### config.mk
export PLATFORM = sky130hd
export DESIGN_NAME = supply_bus_position_sensor_filter
export DESIGN_NICKNAME = d
export VERILOG_FILES = /design/src/sbpsf_pkg.sv /design/src/sbpsf_div.sv /design/src/supply_bus_position_sensor_filter.sv
export VERILOG_INCLUDE_DIRS = /design/src /design/src/src
export SDC_FILE = /design/constraint.sdc
export NUM_CORES = 1
export LEC_CHECK = 0
export CAP_MARGIN = 5
export CORE_UTILIZATION = 50
export DETAILED_ROUTE_END_ITERATION = 6
export DONT_BUFFER_PORTS = 1
export GPL_TIMING_DRIVEN = 0
export REMOVE_ABC_BUFFERS = 1
export SYNTH_ARGS = -nofsm -noshare
export SYNTH_HDL_FRONTEND = slang
export SYNTH_SLANG_ARGS = --single-unit
### constraint.sdc
create_clock -name clk -period 14 [get_ports clk]
set_clock_uncertainty 0.2 [all_clocks]
set_input_delay 1.4 -clock clk [delete_from_list [all_inputs] [get_ports clk]]
set_output_delay 1.4 -clock clk [all_outputs]
set_load 0.005 [all_outputs]
### src/supply_bus_position_sensor_filter_assert.svh
// Assertion macros for the supply, bus and position sensor filter
`ifndef SUPPLY_BUS_POSITION_SENSOR_FILTER_ASSERT_SVH
`define SUPPLY_BUS_POSITION_SENSOR_FILTER_ASSERT_SVH

// same-cycle implication
`define SBPSF_ASSERT_NOW(label, clk, rst, ante, cons) \
  label: assert property (@(posedge clk) disable iff (rst) (ante) |-> (cons)) \
    else $error("sbpsf assertion failed");

// next-cycle implication
`define SBPSF_ASSERT_NEXT(label, clk, rst, ante, cons) \
  label: assert property (@(posedge clk) disable iff (rst) (ante) |=> (cons)) \
    else $error("sbpsf assertion failed");

`endif

### src/sbpsf_pkg.sv
// Package: shared types and constants of the supply bus position sensor filter
`timescale 1ns / 1ps
package sbpsf_pkg;

  localparam int unsigned CFG_INDEX_W = 2;
  localparam int unsigned CFG_DATA_W  = 16;

  localparam logic [CFG_INDEX_W-1:0] REG_BUS_DIV  = 2'd0;
  localparam logic [CFG_INDEX_W-1:0] REG_POS_GAIN = 2'd1;
  localparam logic [CFG_INDEX_W-1:0] REG_POS_LEN  = 2'd2;

  localparam logic [31:0] SUPPLY_NUMERATOR = 32'd5079040;
  localparam logic [11:0] SUPPLY_SAT_REF   = 12'd78;
  localparam int unsigned POS_SHIFT        = 11;

  typedef struct packed {
    logic        start;
    logic [31:0] dividend;
    logic [15:0] divisor;
  } div_req_t;

  typedef struct packed {
    logic        busy;
    logic        done;
    logic [15:0] quotient;
  } div_rsp_t;

endpackage

### src/sbpsf_div.sv
// Iterative 16-step restoring divider, quotient known to fit 16 bits
`timescale 1ns / 1ps
module sbpsf_div
  import sbpsf_pkg::*;
(
  input  logic     clk,
  input  logic     rst,
  input  div_req_t req,
  output div_rsp_t rsp
);

  logic        busy;
  logic        done;
  logic [3:0]  cnt;
  logic [15:0] rem;
  logic [15:0] quo;
  logic [15:0] dvs;
  logic [16:0] rem_shift;
  logic [16:0] rem_sub;
  logic        ge;

  assign rem_shift = {rem, quo[15]};
  assign rem_sub   = rem_shift - {1'b0, dvs};
  assign ge        = rem_shift >= {1'b0, dvs};

  always_ff @(posedge clk) begin
    if (rst) begin
      busy <= 1'b0;
      done <= 1'b0;
      cnt  <= '0;
    end else begin
      done <= 1'b0;
      if (req.start && !busy) begin
        busy <= 1'b1;
        cnt  <= '0;
        rem  <= req.dividend[31:16];
        quo  <= req.dividend[15:0];
        dvs  <= req.divisor;
      end else if (busy) begin
        rem <= ge ? rem_sub[15:0] : rem_shift[15:0];
        quo <= {quo[14:0], ge};
        cnt <= cnt + 4'd1;
        if (cnt == 4'd15) begin
          busy <= 1'b0;
          done <= 1'b1;
        end
      end
    end
  end

  assign rsp.busy     = busy;
  assign rsp.done     = done;
  assign rsp.quotient = quo;

endmodule

### src/supply_bus_position_sensor_filter.sv
// Top level: supply, bus, temperature and position filter on one shared divider
// Input channel s_*: one transfer carries a set of four 12-bit conversions.
// Output channel m_*: one transfer per input set with the updated averages.
// Configuration: cfg_we writes cfg_data into the register cfg_index
// (0 bus divisor, 1 position gain, 2 position filter length); write only
// while the block is idle.
// One set at a time: s_tready is high only when the sequencer is idle.
// A set runs through three multiplies on one 18x17 multiplier and up to
// three divisions on one 16-step iterative divider.
// A division is bypassed when the supply or bus saturates, and the position
// division is bypassed when the position filter is off.
// The result sits in an output register; the next set is taken while it
// waits, and the final update holds until m_tready frees that register.
// Reset (rst, synchronous) restores the register defaults, clears the
// averages and makes the first set load them directly.
`timescale 1ns / 1ps
`include "supply_bus_position_sensor_filter_assert.svh"
module supply_bus_position_sensor_filter
  import sbpsf_pkg::*;
(
  input  logic                   clk,
  input  logic                   rst,
  input  logic                   s_tvalid,
  output logic                   s_tready,
  // raw_bus, raw_position, raw_temperature, raw_reference
  input  logic [47:0]            s_tdata,
  output logic                   m_tvalid,
  input  logic                   m_tready,
  // supply_mv, bus_mv, temperature_count, position_value, zero pad
  output logic [63:0]            m_tdata,
  input  logic                   cfg_we,
  input  logic [CFG_INDEX_W-1:0] cfg_index,
  input  logic [CFG_DATA_W-1:0]  cfg_data
);

  typedef enum logic [3:0] {
    ST_IDLE, ST_MPOS, ST_SUP, ST_WSUP, ST_MBUS, ST_BDIV,
    ST_WBUS, ST_MAVG, ST_PDIV, ST_WPOS, ST_UPD
  } state_t;

  state_t state;

  logic [15:0] bus_div;
  logic [13:0] pos_gain;
  logic [6:0]  pos_len;

  logic [11:0] raw_bus;
  logic [11:0] raw_pos;
  logic [11:0] raw_temp;
  logic [11:0] raw_ref;

  logic               primed;
  logic [15:0]        supply_avg;
  logic [15:0]        bus_avg;
  logic [11:0]        temp_avg;
  logic signed [15:0] pos_avg;

  logic [15:0]        supply;
  logic [15:0]        bus;
  logic signed [15:0] pos;
  logic signed [15:0] pos_new;
  logic               pos_neg;

  logic signed [17:0] mul_a;
  logic signed [16:0] mul_b;
  logic signed [34:0] mprod;

  div_req_t div_req;
  div_rsp_t div_rsp;

  logic [15:0]        bus_dvs;
  logic               bus_sat;
  logic signed [16:0] pos_calc;
  logic signed [23:0] pos_num;
  logic [23:0]        pos_mag;
  logic               pos_filt;
  logic [17:0]        supply_blend;
  logic [17:0]        bus_blend;
  logic [13:0]        temp_blend;
  logic               out_free;

  sbpsf_div u_div (
    .clk (clk),
    .rst (rst),
    .req (div_req),
    .rsp (div_rsp)
  );

  always_ff @(posedge clk) begin
    if (rst) begin
      bus_div  <= 16'd1;
      pos_gain <= '0;
      pos_len  <= 7'd1;
    end else if (cfg_we) begin
      unique case (cfg_index)
        REG_BUS_DIV:  bus_div  <= cfg_data;
        REG_POS_GAIN: pos_gain <= cfg_data[13:0];
        REG_POS_LEN:  pos_len  <= cfg_data[6:0];
        default: ;
      endcase
    end
  end

  assign bus_dvs  = (bus_div == 16'd0) ? 16'd1 : bus_div;
  assign bus_sat  = {4'd0, mprod[27:16]} >= bus_dvs;
  assign pos_calc = $signed({2'b00, mprod[POS_SHIFT+14:POS_SHIFT]})
                  - $signed({3'b000, pos_gain});
  assign pos_num  = mprod[23:0] + {{8{pos[15]}}, pos} + {18'd0, pos_len[6:1]};
  assign pos_mag  = pos_num[23] ? 24'(-pos_num) : pos_num;
  assign pos_filt = primed && (pos_len > 7'd1);

  assign supply_blend = {2'b00, supply_avg} + {1'b0, supply_avg, 1'b0} + {2'b00, supply};
  assign bus_blend    = {2'b00, bus_avg} + {1'b0, bus_avg, 1'b0} + {2'b00, bus};
  assign temp_blend   = {2'b00, temp_avg} + {1'b0, temp_avg, 1'b0} + {2'b00, raw_temp};

  assign out_free = !m_tvalid || m_tready;

  always_comb begin
    mul_a = '0;
    mul_b = '0;
    unique case (state)
      ST_MPOS: begin
        mul_a = $signed({6'd0, raw_pos});
        mul_b = $signed({3'd0, pos_gain});
      end
      ST_MBUS: begin
        mul_a = $signed({6'd0, raw_bus});
        mul_b = $signed({1'b0, supply});
      end
      ST_MAVG: begin
        mul_a = {{2{pos_avg[15]}}, pos_avg};
        mul_b = $signed({10'd0, 7'(pos_len - 7'd1)});
      end
      default: ;
    endcase
  end

  always_comb begin
    div_req = '0;
    unique case (state)
      ST_SUP: begin
        div_req.start    = raw_ref >= SUPPLY_SAT_REF;
        div_req.dividend = SUPPLY_NUMERATOR;
        div_req.divisor  = {4'd0, raw_ref};
      end
      ST_BDIV: begin
        div_req.start    = !bus_sat;
        div_req.dividend = {4'd0, mprod[27:0]};
        div_req.divisor  = bus_dvs;
      end
      ST_PDIV: begin
        div_req.start    = pos_filt;
        div_req.dividend = {8'd0, pos_mag};
        div_req.divisor  = {9'd0, pos_len};
      end
      default: ;
    endcase
  end

  always_ff @(posedge clk) begin
    if (rst) begin
      state      <= ST_IDLE;
      m_tvalid   <= 1'b0;
      primed     <= 1'b0;
      supply_avg <= '0;
      bus_avg    <= '0;
      temp_avg   <= '0;
      pos_avg    <= '0;
    end else begin
      if (m_tvalid && m_tready && state != ST_UPD) begin
        m_tvalid <= 1'b0;
      end
      unique case (state)
        ST_IDLE: begin
          if (s_tvalid) begin
            raw_bus  <= s_tdata[11:0];
            raw_pos  <= s_tdata[23:12];
            raw_temp <= s_tdata[35:24];
            raw_ref  <= s_tdata[47:36];
            state    <= ST_MPOS;
          end
        end
        ST_MPOS: begin
          mprod <= mul_a * mul_b;
          state <= ST_SUP;
        end
        ST_SUP: begin
          pos <= pos_calc[15:0];
          if (raw_ref >= SUPPLY_SAT_REF) begin
            state <= ST_WSUP;
          end else begin
            supply <= 16'hFFFF;
            state  <= ST_MBUS;
          end
        end
        ST_WSUP: begin
          if (div_rsp.done) begin
            supply <= div_rsp.quotient;
            state  <= ST_MBUS;
          end
        end
        ST_MBUS: begin
          mprod <= mul_a * mul_b;
          state <= ST_BDIV;
        end
        ST_BDIV: begin
          if (bus_sat) begin
            bus   <= 16'hFFFF;
            state <= ST_MAVG;
          end else begin
            state <= ST_WBUS;
          end
        end
        ST_WBUS: begin
          if (div_rsp.done) begin
            bus   <= div_rsp.quotient;
            state <= ST_MAVG;
          end
        end
        ST_MAVG: begin
          mprod <= mul_a * mul_b;
          state <= ST_PDIV;
        end
        ST_PDIV: begin
          pos_neg <= pos_num[23];
          if (pos_filt) begin
            state <= ST_WPOS;
          end else begin
            pos_new <= pos;
            state   <= ST_UPD;
          end
        end
        ST_WPOS: begin
          if (div_rsp.done) begin
            pos_new <= pos_neg ? $signed(16'(-div_rsp.quotient))
                               : $signed(div_rsp.quotient);
            state   <= ST_UPD;
          end
        end
        ST_UPD: begin
          if (out_free) begin
            if (primed) begin
              supply_avg <= supply_blend[17:2];
              bus_avg    <= bus_blend[17:2];
              temp_avg   <= temp_blend[13:2];
            end else begin
              supply_avg <= supply;
              bus_avg    <= bus;
              temp_avg   <= raw_temp;
            end
            pos_avg  <= pos_new;
            primed   <= 1'b1;
            m_tvalid <= 1'b1;
            state    <= ST_IDLE;
          end
        end
        default: state <= ST_IDLE;
      endcase
    end
  end

  assign s_tready = (state == ST_IDLE);
  assign m_tdata  = {5'd0, pos_avg[14:0], temp_avg, bus_avg, supply_avg};

  `SBPSF_ASSERT_NOW(a_div_busy_in_wait, clk, rst, div_rsp.busy,
    state == ST_WSUP || state == ST_WBUS || state == ST_WPOS)
  `SBPSF_ASSERT_NEXT(a_busy_after_accept, clk, rst, s_tvalid && s_tready, !s_tready)
  `SBPSF_ASSERT_NEXT(a_primed_sticks, clk, rst, primed, primed)

endmodule
==> flow_metrics.tcl <==
set metrics [dict create \
    switching_power_mw 1.69 \
    final_layout_size_suffix_gt1_frac 0.0485 \
    power.density_mw_per_mm2 138 \
    start_kind "register" \
    ctsHtreeMaxLevel 2 \
    fin_setup_tns_ns 0 \
    yosysTopAreaCellShare 0.206 \
    n_fill_cell 4923 \
    synthDistinctLibCells 86 \
    max_freq_ghz 0.105 \
    largest_register "mprod" \
    synth_largest_area_cell "edfxtp_1" \
    setup-violations-final 0 \
    r2r_end "mprod[27]" \
    areaGrowthSynthToFinish_pct 7.66 \
    maxSlewViolCount 0 \
    syn_area_mm2 0.0275 \
    cts_root_buf "clkbuf_16" \
    drtIter0Drc 1494 \
    power_frac_clock 0.249 \
    cp_data_arrival_time_ns 9.60 \
    final_hold_viol_count 0 \
    rows 85 \
    pwr-share-comb 0.439 \
    die_h_um 237 \
    synthTopCellsByArea "edfxtp_1, fa_1, ha_1" \
    hpwl_um 61300 \
    p_int_mw 2.40 \
    cts_resized 0 \
    tightestPinTransition_ns 1.30 \
    synth_edf_count 189 \
    synth_common_cells "inv_1, nand2_1, fa_1" \
    gr-usage-met3 0.0491 \
    holdPathEnd "bus_div[14]" \
    grt_pass1_vias 20800 \
    p_seq_frac 0.312 \
    viasPerCell 5.77 \
    met2_usage 0.456 \
    gp_congestion 0.915 \
    grt_pass1_wl_um 120000 \
    clk_path_buf_depth 3 \
    path_class "reg -> reg" \
    avgSynthCellArea_um2 9.25 \
    start_util 0.508 \
    grt_usage 0.279 \
    ys.flop_type "edfxtp_1" \
    slew_headroom 0.136 \
    max-cap-violations 0 \
    cts_tree "built" \
    grt_max_degree 120 \
    clk_latency_ns 0.56 \
    cts_buffers 38 \
    synthCells 2977 \
    nets 3493 \
    grt_antenna_before_repair 4 \
    outcome "finished, final reports clean" \
    crit_fanout 25 \
    fin_crit_sh 0.681 \
    antenna_cells 0 \
    die_x_um 237 \
    cp-end-kind "register" \
    core-area_mm2 0.0541 \
    die_area_mm2 0.0560 \
    busiest_layer "met2" \
    io_pins 137 \
    cts.sinks 298 \
    largest_reg_flops 28 \
    hp-start "bus_div[14]" \
    yosys.cell_count.top_type "inv_1" \
    cts_hold_buffers 0 \
    clkTransAtPathRegs_ns 0.06 \
    hold_depth 2 \
    grt_overflow 0 \
    peakVddDrop_mv 0.105 \
    post_drt_wl_per_cell_um 21.0 \
    ys_seq_area_frac 0.285 \
    async_reset_ff_frac 0 \
    io_buffers 0 \
    post-route-min-period_ns 9.54 \
    route.detailed.drc 0 \
    hp-class "reg -> reg" \
    power_leakage_nw 12.5 \
    hold_ws_ns 0.275 \
    synth-seq-cells 298 \
    rr_worst_depth 27 \
    cts_setup_buffers 0 \
    r2r-start "state[2]" \
    vias 21200 \
    netSwitchingFraction 0.413 \
    worst_ep_required_time_ns 14.06 \
    wl_um 76800 \
    rrSetupSlack_ns 4.46 \
    yosys_warnings 0 \
    met1_usage 0.377 \
    drt-pass1-iter-count 7 \
    rsz0062_at_grt "no" \
    route.antenna.remaining_nets 0 \
]
logic make-up (layout without fill, tap and decap cells):
logic type	Yosys count	in the layout	synth area share
AOI/OAI and AO/OA	548	548	0.134
xor gates and xnor gates	127	127	0.0404
adders and majority gates	481	481	0.295
buffers and inverters	558	518	0.0796
DFF	298	298	0.285
muxes	33	33	0.0122
other	2	34	0.000273
and+or+nand+nor	930	930	0.153
worst max path at each step:
stage                      endpoint  cells after the start      from
after floorplan           mprod[27]                     24  state[2]
after global placement    mprod[27]                     23  state[2]
after detailed placement  mprod[27]                     27  state[2]
after CTS                 mprod[27]                     27  state[2]
after global routing      mprod[27]                     27  state[2]
final                     mprod[27]                     27  state[2]
final cells by class:
type / instances / area (µm²) / share of cell area
Multi-Input combinational cell: 2153 / 17700 / 0.597
Clock inverter: 23 / 250 / 0.00845
Clock buffer: 45 / 1040 / 0.0351
Tap cell: 696 / 871 / 0.0294
Timing Repair Buffer: 29 / 340 / 0.0115
Sequential cell: 298 / 7860 / 0.265
Inverter: 421 / 1580 / 0.0533
stage by stage:
stage / std cells / instance area, µm² / setup WS (ns) / total power, mW / util
2_1_floorplan: 2872 / 27000 / 4.73 / 2.48 / -
3_3_place_gp: 3568 / 27900 / 1.22 / 3.00 / 0.515
3_5_place_dp: 3595 / 28300 / 4.56 / 3.07 / 0.523
4_1_cts: 3663 / 29600 / 4.54 / 4.10 / 0.547
5_1_grt: 3665 / 29600 / 4.00 / 4.33 / 0.547
6_report: 3665 / 29600 / 4.46 / 4.08 / 0.547
placed cells by master, fill, tap and decap left out, drive strengths merged, types with 17 or more instances in the layout:
master  netlist  final
or3          25     25
edfxtp      189    189
o221ai       17     17
a21oi       149    149
mux2i        29     29
o21a         22     22
o211ai       18     18
nand2b       33     33
inv         420    423
a211oi       64     64
xnor2        82     82
buf          34     29
fa          280    280
clkbuf      103     45
nand2       367    367
a21o         27     27
dfxtp       109    109
a21boi       17     17
xor2         45     45
nor2        262    262
ha          201    201
and3         19     19
and2         32     32
a22oi        29     29
nor2b        28     28
o21ai        90     90
conb          2     34
nand3        37     37
nor3         68     68
routing by layer:
| metal | part of all wire | wire length, µm |
|---|---|---|
| met2 | 0.47 | 36100 |
| met4 | 0.034 | 2590 |
| met1 | 0.43 | 33000 |
| met5 | 0.00033 | 25 |
| met3 | 0.066 | 5050 |
critical path, stage by stage (launching register included):
cell and delay [ns]:
dfxtp_1 0.57, nand2b_1 0.63, nor3_2 0.89, buf_4 0.35, buf_8 0.18, a22oi_1 0.10
nand2_1 0.40, nand2_1 0.14, fa_1 0.54, fa_1 0.55, inv_1 0.05, fa_1 0.45
ha_1 0.33, fa_1 0.54, inv_1 0.05, fa_1 0.53, inv_1 0.04, ha_1 0.36
a21o_1 0.18, a21oi_1 0.22, o21a_1 0.14, o31ai_1 0.13, o221a_2 0.29, o41ai_1 0.66
o211ai_1 0.21, a21o_1 0.19, a21oi_1 0.17, xnor2_1 0.11
power groups by stage:
stage / clock (mW) / combinational, mW / sequential (mW)
after CTS: 1.03 / 1.79 / 1.27
after global placement: 0 / 1.70 / 1.30
final: 1.02 / 1.79 / 1.27
after detailed placement: 0 / 1.78 / 1.29
after global routing: 1.06 / 1.98 / 1.28
after floorplan: 0 / 1.27 / 1.21
(Power assumes the default switching activity.)
